[config.mk]
export PLATFORM = sky130hd
export DESIGN_NAME = ipv6_range_merge_flat
export DESIGN_NICKNAME = d
export VERILOG_FILES = /design/src/hdl/v6rm_pkg.sv /design/src/hdl/v6rm_if.sv /design/src/hdl/v6rm_front.sv /design/src/hdl/v6rm_queue.sv /design/src/hdl/v6rm_back.sv /design/src/hdl/ipv6_range_merge.sv /design/src/flat_wrapper.sv
export SDC_FILE = /design/constraint.sdc
export NUM_CORES = 2
export LEC_CHECK = 0
export BUFFER_PORTS_ARGS = -buffer_cell sky130_fd_sc_hd__buf_2
export CORE_ASPECT_RATIO = 0.8
export CORE_MARGIN = 3
export CORE_UTILIZATION = 45
export DETAILED_ROUTE_END_ITERATION = 8
export GPL_ROUTABILITY_DRIVEN = 1
export PLACE_DENSITY = 0.62
export SKIP_LAST_GASP = 1
export SLEW_MARGIN = 5
export SYNTH_ARGS = -nofsm -noshare
export SYNTH_HDL_FRONTEND = slang
export SYNTH_SLANG_ARGS = --single-unit
[constraint.sdc]
create_clock -name i_clk -period 51 [get_ports i_clk]
set_input_delay 5.1 -clock i_clk [delete_from_list [all_inputs] [get_ports i_clk]]
set_output_delay 5.1 -clock i_clk [all_outputs]
set_load 0.01 [all_outputs]
[src/hdl/v6rm_pkg.sv]
// Shared types and constants for the IPv6 range merge block.
// No dependencies.
package v6rm_pkg;

    localparam int HALF_W           = 64;
    localparam int ADDR_W           = 2 * HALF_W;
    localparam int QUEUE_DEPTH_DEF  = 4;

    // One inclusive address range.
    typedef struct packed {
        logic [ADDR_W-1:0] addr_first;
        logic [ADDR_W-1:0] addr_last;
    } t_range;

    // Work handed from the merge front to the output back end.
    typedef struct packed {
        logic   has_gap;    // closed run, sent first
        t_range gap;
        logic   has_flush;  // end of set, sent with the final flag
        t_range flush;
    } t_cmd;

endpackage

[src/hdl/v6rm_if.sv]
// Valid/ready channel interfaces for input ranges and merged ranges.
// Depends on v6rm_pkg for the half-address width.
interface v6rm_in_if;
    logic                        valid;
    logic                        ready;
    logic [v6rm_pkg::HALF_W-1:0] start_high;
    logic [v6rm_pkg::HALF_W-1:0] start_low;
    logic [v6rm_pkg::HALF_W-1:0] end_high;
    logic [v6rm_pkg::HALF_W-1:0] end_low;
    logic                        last_in_set;

    modport source (output valid, start_high, start_low, end_high, end_low, last_in_set,
                    input ready);
    modport sink   (input valid, start_high, start_low, end_high, end_low, last_in_set,
                    output ready);
endinterface

interface v6rm_out_if;
    logic                        valid;
    logic                        ready;
    logic [v6rm_pkg::HALF_W-1:0] merged_start_high;
    logic [v6rm_pkg::HALF_W-1:0] merged_start_low;
    logic [v6rm_pkg::HALF_W-1:0] merged_end_high;
    logic [v6rm_pkg::HALF_W-1:0] merged_end_low;
    logic                        final_range;

    modport source (output valid, merged_start_high, merged_start_low, merged_end_high,
                    merged_end_low, final_range, input ready);
    modport sink   (input valid, merged_start_high, merged_start_low, merged_end_high,
                    merged_end_low, final_range, output ready);
endinterface

[src/hdl/v6rm_front.sv]
// Merge front: accepts sorted ranges, holds the open run, decides what to send.
// Depends on v6rm_pkg and v6rm_in_if.
module v6rm_front (
    input  logic             i_clk,
    input  logic             i_rst_n,
    v6rm_in_if.sink          i_rng,
    input  logic             i_q_ready,
    output logic             o_push,
    output v6rm_pkg::t_cmd   o_cmd
);
    import v6rm_pkg::*;

    logic              r_pend;
    t_range            r_run;
    logic              n_pend;
    t_range            n_run;

    logic              accept;
    logic [ADDR_W-1:0] in_start;
    logic [ADDR_W-1:0] in_end;
    logic [ADDR_W-1:0] run_inc;
    logic              contained;
    logic              overlap;
    logic              adjacent;
    logic              at_max;
    logic              gap;
    t_range            in_rng;
    t_range            next_rng;

    assign accept      = i_rng.valid && i_q_ready;
    assign i_rng.ready = i_q_ready;

    assign in_start = {i_rng.start_high, i_rng.start_low};
    assign in_end   = {i_rng.end_high, i_rng.end_low};
    assign in_rng   = '{addr_first: in_start, addr_last: in_end};

    // Compare against the held run end; adjacency never wraps past all-ones
    assign contained = in_end <= r_run.addr_last;
    assign overlap   = in_start <= r_run.addr_last;
    assign at_max    = &r_run.addr_last;
    assign run_inc   = r_run.addr_last + ADDR_W'(1);
    assign adjacent  = !at_max && (in_start == run_inc);

    // Classify the word against the run
    always_comb begin
        gap      = 1'b0;
        next_rng = r_run;
        if (!r_pend) begin
            next_rng = in_rng;
        end else if (contained) begin
            next_rng = r_run;
        end else if (overlap || adjacent) begin
            next_rng.addr_last = in_end;
        end else begin
            gap      = 1'b1;
            next_rng = in_rng;
        end
    end

    // Command toward the back end
    always_comb begin
        o_cmd.has_gap   = gap;
        o_cmd.gap       = r_run;
        o_cmd.has_flush = i_rng.last_in_set;
        o_cmd.flush     = next_rng;
    end
    assign o_push = accept && (gap || i_rng.last_in_set);

    // Run state update
    always_comb begin
        n_pend = r_pend;
        n_run  = r_run;
        if (accept) begin
            n_pend = !i_rng.last_in_set;
            n_run  = next_rng;
        end
    end

    always_ff @(posedge i_clk) begin
        if (!i_rst_n) begin
            r_pend <= 1'b0;
        end else begin
            r_pend <= n_pend;
        end
    end

    always_ff @(posedge i_clk) begin
        r_run <= n_run;
    end

endmodule

[src/hdl/v6rm_queue.sv]
// Short command queue between the merge front and the output back end.
// Depends on v6rm_pkg.
module v6rm_queue #(
    parameter int DEPTH = v6rm_pkg::QUEUE_DEPTH_DEF  // 2 or more
) (
    input  logic             i_clk,
    input  logic             i_rst_n,
    input  logic             i_push,
    input  v6rm_pkg::t_cmd   i_cmd,
    output logic             o_ready,
    output logic             o_valid,
    output v6rm_pkg::t_cmd   o_cmd,
    input  logic             i_pop
);
    import v6rm_pkg::*;

    localparam int PTR_W = $clog2(DEPTH);
    localparam int CNT_W = $clog2(DEPTH + 1);
    localparam logic [PTR_W-1:0] PTR_LAST = PTR_W'(DEPTH - 1);
    localparam logic [CNT_W-1:0] CNT_FULL = CNT_W'(DEPTH);

    t_cmd             r_mem [DEPTH];
    logic [PTR_W-1:0] r_wr_ptr;
    logic [PTR_W-1:0] r_rd_ptr;
    logic [CNT_W-1:0] r_count;
    logic [PTR_W-1:0] n_wr_ptr;
    logic [PTR_W-1:0] n_rd_ptr;
    logic [CNT_W-1:0] n_count;
    logic             do_push;
    logic             do_pop;

    assign o_ready = r_count != CNT_FULL;
    assign o_valid = r_count != '0;
    assign o_cmd   = r_mem[r_rd_ptr];
    assign do_push = i_push && o_ready;
    assign do_pop  = i_pop && o_valid;

    // Pointer and fill bookkeeping
    always_comb begin
        n_wr_ptr = r_wr_ptr;
        n_rd_ptr = r_rd_ptr;
        n_count  = r_count;
        if (do_push) begin
            n_wr_ptr = (r_wr_ptr == PTR_LAST) ? '0 : r_wr_ptr + PTR_W'(1);
        end
        if (do_pop) begin
            n_rd_ptr = (r_rd_ptr == PTR_LAST) ? '0 : r_rd_ptr + PTR_W'(1);
        end
        case ({do_push, do_pop})
            2'b10:   n_count = r_count + CNT_W'(1);
            2'b01:   n_count = r_count - CNT_W'(1);
            default: n_count = r_count;
        endcase
    end

    always_ff @(posedge i_clk) begin
        if (!i_rst_n) begin
            r_wr_ptr <= '0;
            r_rd_ptr <= '0;
            r_count  <= '0;
        end else begin
            r_wr_ptr <= n_wr_ptr;
            r_rd_ptr <= n_rd_ptr;
            r_count  <= n_count;
        end
    end

    // Entry storage
    always_ff @(posedge i_clk) begin
        if (do_push) begin
            r_mem[r_wr_ptr] <= i_cmd;
        end
    end

endmodule

[src/hdl/v6rm_back.sv]
// Output back end: expands each command into one or two merged-range words.
// Depends on v6rm_pkg and v6rm_out_if.
module v6rm_back (
    input  logic             i_clk,
    input  logic             i_rst_n,
    input  logic             i_q_valid,
    input  v6rm_pkg::t_cmd   i_cmd,
    output logic             o_pop,
    v6rm_out_if.source       o_mrg
);
    import v6rm_pkg::*;

    logic   r_gap_done;
    logic   r_out_valid;
    t_range r_out_rng;
    logic   r_out_final;
    logic   n_gap_done;
    logic   n_out_valid;

    logic   load;
    logic   send_gap;
    t_range sel_rng;

    // Gap word goes out before the flush word of the same command
    assign load     = i_q_valid && (!r_out_valid || o_mrg.ready);
    assign send_gap = i_cmd.has_gap && !r_gap_done;
    assign sel_rng  = send_gap ? i_cmd.gap : i_cmd.flush;
    assign o_pop    = load && !(send_gap && i_cmd.has_flush);

    always_comb begin
        n_gap_done  = r_gap_done;
        n_out_valid = r_out_valid;
        if (load) begin
            n_gap_done  = send_gap && i_cmd.has_flush;
            n_out_valid = 1'b1;
        end else if (o_mrg.ready) begin
            n_out_valid = 1'b0;
        end
    end

    always_ff @(posedge i_clk) begin
        if (!i_rst_n) begin
            r_gap_done  <= 1'b0;
            r_out_valid <= 1'b0;
        end else begin
            r_gap_done  <= n_gap_done;
            r_out_valid <= n_out_valid;
        end
    end

    // Output word register
    always_ff @(posedge i_clk) begin
        if (load) begin
            r_out_rng   <= sel_rng;
            r_out_final <= !send_gap;
        end
    end

    assign o_mrg.valid             = r_out_valid;
    assign o_mrg.merged_start_high = r_out_rng.addr_first[ADDR_W-1:HALF_W];
    assign o_mrg.merged_start_low  = r_out_rng.addr_first[HALF_W-1:0];
    assign o_mrg.merged_end_high   = r_out_rng.addr_last[ADDR_W-1:HALF_W];
    assign o_mrg.merged_end_low    = r_out_rng.addr_last[HALF_W-1:0];
    assign o_mrg.final_range       = r_out_final;

endmodule

[src/hdl/ipv6_range_merge.sv]
// IPv6 range merge: merges a sorted stream of 128-bit address ranges.
// Input channel i_rng: start/end split into 64-bit halves plus last_in_set;
//   ranges come sorted by start ascending, end descending on equal starts.
// Output channel o_mrg: merged ranges; final_range marks the flush of a set.
// A word is moved when valid and ready are both high on a rising edge.
// Throughput: one input word per cycle while the queue has room. Each word
//   yields zero, one or two output words; the output register sends one word
//   per cycle while the receiver is ready, so a word that both closes a run
//   and ends its set yields two output words. An output word passes the front
//   decision, a queue slot and the output register.
// The front holds the open run and classifies each word combinationally with
//   128-bit compares and an increment; commands sit in a QUEUE_DEPTH entry
//   queue; i_rng.ready drops only when that queue is full.
// When the receiver stalls, the output word holds and the queue fills;
//   input keeps flowing until the queue is full.
// Reset (i_rst_n low, synchronous) drops the open run, empties the queue
//   and clears the output valid.
// Depends on v6rm_pkg, v6rm_if, v6rm_front, v6rm_queue and v6rm_back.
module ipv6_range_merge #(
    parameter int QUEUE_DEPTH = v6rm_pkg::QUEUE_DEPTH_DEF
) (
    input  logic        i_clk,
    input  logic        i_rst_n,
    v6rm_in_if.sink     i_rng,
    v6rm_out_if.source  o_mrg
);
    import v6rm_pkg::*;

    logic q_ready;
    logic q_valid;
    logic push;
    logic pop;
    t_cmd push_cmd;
    t_cmd head_cmd;

    v6rm_front u_front (
        .i_clk     (i_clk),
        .i_rst_n   (i_rst_n),
        .i_rng     (i_rng),
        .i_q_ready (q_ready),
        .o_push    (push),
        .o_cmd     (push_cmd)
    );

    v6rm_queue #(
        .DEPTH (QUEUE_DEPTH)
    ) u_queue (
        .i_clk   (i_clk),
        .i_rst_n (i_rst_n),
        .i_push  (push),
        .i_cmd   (push_cmd),
        .o_ready (q_ready),
        .o_valid (q_valid),
        .o_cmd   (head_cmd),
        .i_pop   (pop)
    );

    v6rm_back u_back (
        .i_clk     (i_clk),
        .i_rst_n   (i_rst_n),
        .i_q_valid (q_valid),
        .i_cmd     (head_cmd),
        .o_pop     (pop),
        .o_mrg     (o_mrg)
    );

endmodule

[src/flat_wrapper.sv]
// flat-port wrapper written by rule: the top's interface ports become plain ports
module ipv6_range_merge_flat import v6rm_pkg::*;
#(
    parameter int QUEUE_DEPTH = v6rm_pkg::QUEUE_DEPTH_DEF
)
  (i_clk, i_rst_n, i_rng_valid, i_rng_start_high, i_rng_start_low, i_rng_end_high, i_rng_end_low, i_rng_last_in_set, i_rng_ready, o_mrg_valid, o_mrg_merged_start_high, o_mrg_merged_start_low, o_mrg_merged_end_high, o_mrg_merged_end_low, o_mrg_final_range, o_mrg_ready);
  v6rm_in_if i_rng_i ();
  v6rm_out_if o_mrg_i ();
  input  logic i_clk;
  input  logic i_rst_n;
  input wire logic [$bits(i_rng_i.valid)-1:0] i_rng_valid;
  input wire logic [$bits(i_rng_i.start_high)-1:0] i_rng_start_high;
  input wire logic [$bits(i_rng_i.start_low)-1:0] i_rng_start_low;
  input wire logic [$bits(i_rng_i.end_high)-1:0] i_rng_end_high;
  input wire logic [$bits(i_rng_i.end_low)-1:0] i_rng_end_low;
  input wire logic [$bits(i_rng_i.last_in_set)-1:0] i_rng_last_in_set;
  output wire logic [$bits(i_rng_i.ready)-1:0] i_rng_ready;
  output wire logic [$bits(o_mrg_i.valid)-1:0] o_mrg_valid;
  output wire logic [$bits(o_mrg_i.merged_start_high)-1:0] o_mrg_merged_start_high;
  output wire logic [$bits(o_mrg_i.merged_start_low)-1:0] o_mrg_merged_start_low;
  output wire logic [$bits(o_mrg_i.merged_end_high)-1:0] o_mrg_merged_end_high;
  output wire logic [$bits(o_mrg_i.merged_end_low)-1:0] o_mrg_merged_end_low;
  output wire logic [$bits(o_mrg_i.final_range)-1:0] o_mrg_final_range;
  input wire logic [$bits(o_mrg_i.ready)-1:0] o_mrg_ready;
  assign i_rng_i.valid = i_rng_valid;
  assign i_rng_i.start_high = i_rng_start_high;
  assign i_rng_i.start_low = i_rng_start_low;
  assign i_rng_i.end_high = i_rng_end_high;
  assign i_rng_i.end_low = i_rng_end_low;
  assign i_rng_i.last_in_set = i_rng_last_in_set;
  assign i_rng_ready = i_rng_i.ready;
  assign o_mrg_valid = o_mrg_i.valid;
  assign o_mrg_merged_start_high = o_mrg_i.merged_start_high;
  assign o_mrg_merged_start_low = o_mrg_i.merged_start_low;
  assign o_mrg_merged_end_high = o_mrg_i.merged_end_high;
  assign o_mrg_merged_end_low = o_mrg_i.merged_end_low;
  assign o_mrg_final_range = o_mrg_i.final_range;
  assign o_mrg_i.ready = o_mrg_ready;
  ipv6_range_merge #(.QUEUE_DEPTH(QUEUE_DEPTH)) u_core (.i_clk(i_clk), .i_rst_n(i_rst_n), .i_rng(i_rng_i), .o_mrg(o_mrg_i));
endmodule
==> metrics.md <==
| Metric | Value |
|---|---|
| Status | completed |
| Worst EP arrival | 13.60 ns |
| Leakage dissipation | 41.1 nW |
| Worst vdd ir | 0.0403 mV |
| Final period util | 25.8% |
| # setup viols final | 0 |
| WS Path Type | in -> reg |
| Met3 usage | 5.66% |
| Number of H-tree levels | 5 |
| I/O Pins | 520 |
| Die Height | 443 um |
| Critical-path top delay cell | buf_4 |
| Reg2reg start | u_core.u_front.o_cmd[312] |
| Postcts setup bufs | 0 |
| Synthesis-stage register bit count | 2581 |
| Post-detail-place hpwl | 205000 um |
| Leading area contributor after synthesis | edfxtp_1 |
| Vias in the first global route | 57200 |
| Unrepaired setup endpoints after global routing | no |
| Fillers | 18700 |
| Clk pin slew, worst setup/hold paths | 0.06 ns |
| CTS tree | done |
| Max Cap Violations | 0 |
| Die ar. | 0.245 mm2 |
| Number of enable flip-flop cells after synthesis | 2569 |
| Slew Viols, Final | 0 |
| Pre-Repair DR Iteration Count | 6 |
| Via density | 6.02 |
| Total Routed Length | 302000 um |
| Seq/Total Area, Yosys | 71.9% |
| Upper clock frequency limit | 76.0 MHz |
| Kind of start point of the critical path | input pin |
| Clk Tree Root Cell | clkbuf_16 |
| Delay-heaviest family, CP | buffers and inverters |
| Minimum clock period | 13.16 ns |
| Post-synth net total | 6106 |
| Initial core utilization | 45.6% |
| GRT met2 Usage | 36.4% |
| Port Buf Inserts | 519 |
| Reg2reg end | u_core.u_queue.r_mem[2][181] |
| Setup crit start | i_rng_end_high[15] |
| Fin cells | 9605 |
| Total vias in the final route | 57800 |
| Internal reg-to-reg setup slack | 40.90 ns |
| CORE AREA | 0.236 mm2 |
| Slowest stage delay, CP | 0.91 ns |
| Syn Inst Count | 5581 |
| Buf/Inv on CP | 6 |
| CP endpoint kind | flip-flop |
| Critical-path maximum fanout | 68 |
| DRT iter0 DRCs | 6670 |
| Hold Crit Class | reg -> reg |
| CTS max path bufs | 4 |
| CP required | 51.44 ns |
| Clk sink count | 2581 |
| Final Hold Viols | 0 |
| Worst clock skew | 0.0627 ns |
| Final nets | 6772 |
| RD Place Congestion | 0.949 |
| Die width | 553 um |
| Mean area per synthesized cell | 19.3 um2 |
| Dpl cells | 9117 |
| Initial antenna violation count | 78 |
| Cts bufs inserted | 267 |
| Layout cells sized above 1 | 29.6% |
| Worst rel slew slack | 10.5% |
| Util after Layout | 51.8% |
| Crit-path most repeated cell | buf_4 |
| Busiest metal layer after global routing | met2 |
| Share of the synthesized area in the top cell type | 71.7% |
| FP Rows | 159 |
| Crit-path cells | buf_2 -> ha_1 -> nand4_1 -> or3_1 -> nor4_1 -> and3_1 -> a22oi_1 -> and3_1 -> or4_1 -> a311oi_1 -> buf_4 -> o21a_1 -> and2_4 -> buf_4 -> buf_4 -> buf_4 -> buf_4 |
| Worst skew pair latency | 0.87 ns |
| Worst path depth | 17 |
| # hold bufs at CTS | 0 |
| Main synth FF type | edfxtp_1 |
| Post-route ant nets | 0 |
| Power per cell area | 51.2 mW/mm2 |
| FFs w/ async S/R, synth | 0% |
| Drt drc | 0 |
| Synth unique cells | 80 |
| Layout area overhead | 13.8% |
| Largest net degree at the start of global routing | 185 |
| Congestion Overflow GR | 0 |
| Global-route wire length before repair | 428000 um |
| Tot GR Track Use | 24.3% |
| Final hold slack | 0.499 ns |
| Synthesized area | 0.108 mm2 |
| Least-Margin Pin Slew | 1.33 ns |
| WL/cell | 31.5 um |
| Power, Total | 6.27 mW |
| Setup crit end | u_core.u_queue.r_mem[2][181] |
| # resized after CTS | 0 |
| Setup TNS Final | 0 ns |
| Synth top area cells | edfxtp_1 (72%), mux4_2 (11%), ha_1 (3.1%) |
| Met1 GRT Util | 35.6% |
| Reg2Reg Depth | 16 |
| Yosys warning total | 0 |
==> synthesized netlist by cell type, types with 48 or more instances <==
master,number
nor2_1,79
nand3_1,64
clkbuf_1,140
nand2_1,240
mux2_2,258
ha_1,263
mux2_4,120
nor4_1,81
nand4_1,150
a21o_1,49
a21oi_1,88
edfxtp_1,2569
mux4_2,514
o21ai_0,178
buf_1,48
xor2_1,72
nor3_1,56
inv_1,151
xnor2_1,127
==> power by group <==
| group | leakage (nW) | total [mW] | switching, mW | internal [mW] |
|---|---|---|---|---|
| Clock | 4.04 | 1.89 | 0.804 | 1.08 |
| Sequential | 23.7 | 2.95 | 0.202 | 2.75 |
| Combinational | 13.3 | 1.43 | 0.825 | 0.604 |
| Total | 41.1 | 6.27 | 1.83 | 4.44 |
==> layout make-up <==
| type | instances | area, um2 | share of cell area (%) |
|---|---|---|---|
| clock buffer | 328 | 7020 | 5.73 |
| tap | 3139 | 3930 | 3.21 |
| antenna | 26 | 65.1 | 0.0531 |
| inverter | 151 | 567 | 0.463 |
| sequential | 2581 | 77400 | 63.2 |
| clock inverter | 134 | 1300 | 1.06 |
| multi-input combinational | 2627 | 28700 | 23.4 |
| timing repair buffer | 619 | 3490 | 2.85 |
==> routing by layer <==
metal  share of wire, %  routed length, um  vias up
met3                8.9              26900      494
met4                3.1               9240        8
met1                 43             130000    30500
li1                   -                  -    24200
met2                 45             136000     2591
met5              0.014                 42        -
==> stage by stage <==
stage	instance area [um2]	worst slack [ns]
after global routing	122000	37.35
final	122000	37.84
after global placement	114000	37.19
after floorplan	108000	26.83
after CTS	122000	37.80
after detailed placement	114000	36.87
==> kinds of logic (layout without fill, tap and decap cells) <==
group | after synthesis | after routing | synth area share (%)
other | 0 | 26 | 0
adders and majority gates | 264 | 264 | 3.08
and+or+nand+nor | 833 | 833 | 4.21
AOI/OAI and AO/OA | 422 | 422 | 2.38
muxes | 908 | 908 | 15.3
DFF | 2581 | 2581 | 71.9
xor gates and xnor gates | 200 | 200 | 1.64
buffers and inverters | 373 | 1232 | 1.46
==> layout by cell type (no fill, tap or decap), types with 17 or more instances in the layout <==
| cell | count |
|---|---|
| edfxtp_1 | 2569 |
| and3_1 | 17 |
| clkbuf_16 | 272 |
| a211oi_1 | 18 |
| mux2_4 | 120 |
| diode_2 | 26 |
| nor4_1 | 81 |
| nor2_1 | 79 |
| mux2_2 | 258 |
| nand2_1 | 240 |
| nand4_1 | 150 |
| ha_1 | 263 |
| clkinv_1 | 51 |
| a21o_1 | 49 |
| clkbuf_1 | 56 |
| xor2_1 | 72 |
| a21oi_1 | 87 |
| nand3_1 | 64 |
| xnor2_1 | 127 |
| buf_4 | 89 |
| inv_1 | 151 |
| or4_1 | 27 |
| bufinv_16 | 19 |
| and4_1 | 20 |
| o21ai_0 | 177 |
| mux4_2 | 514 |
| nor3_1 | 55 |
| clkinv_2 | 31 |
| or3_1 | 21 |
| buf_2 | 519 |
==> worst min path at each step <==
stage                          startpoint                           end  slack [ns]  cells after the start
4_1_cts         u_core.u_front.o_cmd[472]  u_core.u_queue.r_mem[2][472]        0.51                      0
2_1_floorplan  u_core.u_queue.r_rd_ptr[1]                     flip-flop        0.47                      2
5_1_grt         u_core.u_front.o_cmd[388]  u_core.u_queue.r_mem[3][388]        0.53                      0
3_5_place_dp   u_core.u_queue.r_rd_ptr[1]                     flip-flop        0.51                      2
3_3_place_gp   u_core.u_queue.r_rd_ptr[1]                     flip-flop        0.49                      2
6_report        u_core.u_front.o_cmd[388]  u_core.u_queue.r_mem[2][388]        0.50                      0
==> registers in the layout, indices dropped and copies added (netlist names), named ones only <==
register                               count
u_core.u_back.r_gap_done                   1
u_core.u_front.o_cmd                     256
u_core.u_queue.r_count                     3
u_core.u_queue.r_mem                    2056
u_core.u_front.r_pend                      1
u_core.u_back.o_mrg.valid                  1
u_core.u_back.o_mrg.merged_end_high       64
u_core.u_back.o_mrg.final_range            1
u_core.u_back.o_mrg.merged_start_low      64
u_core.u_back.o_mrg.merged_start_high     64
u_core.u_back.o_mrg.merged_end_low        64
u_core.u_queue.r_wr_ptr                    2
u_core.u_queue.r_rd_ptr                    2
Power figures use the tool's default switching activity.
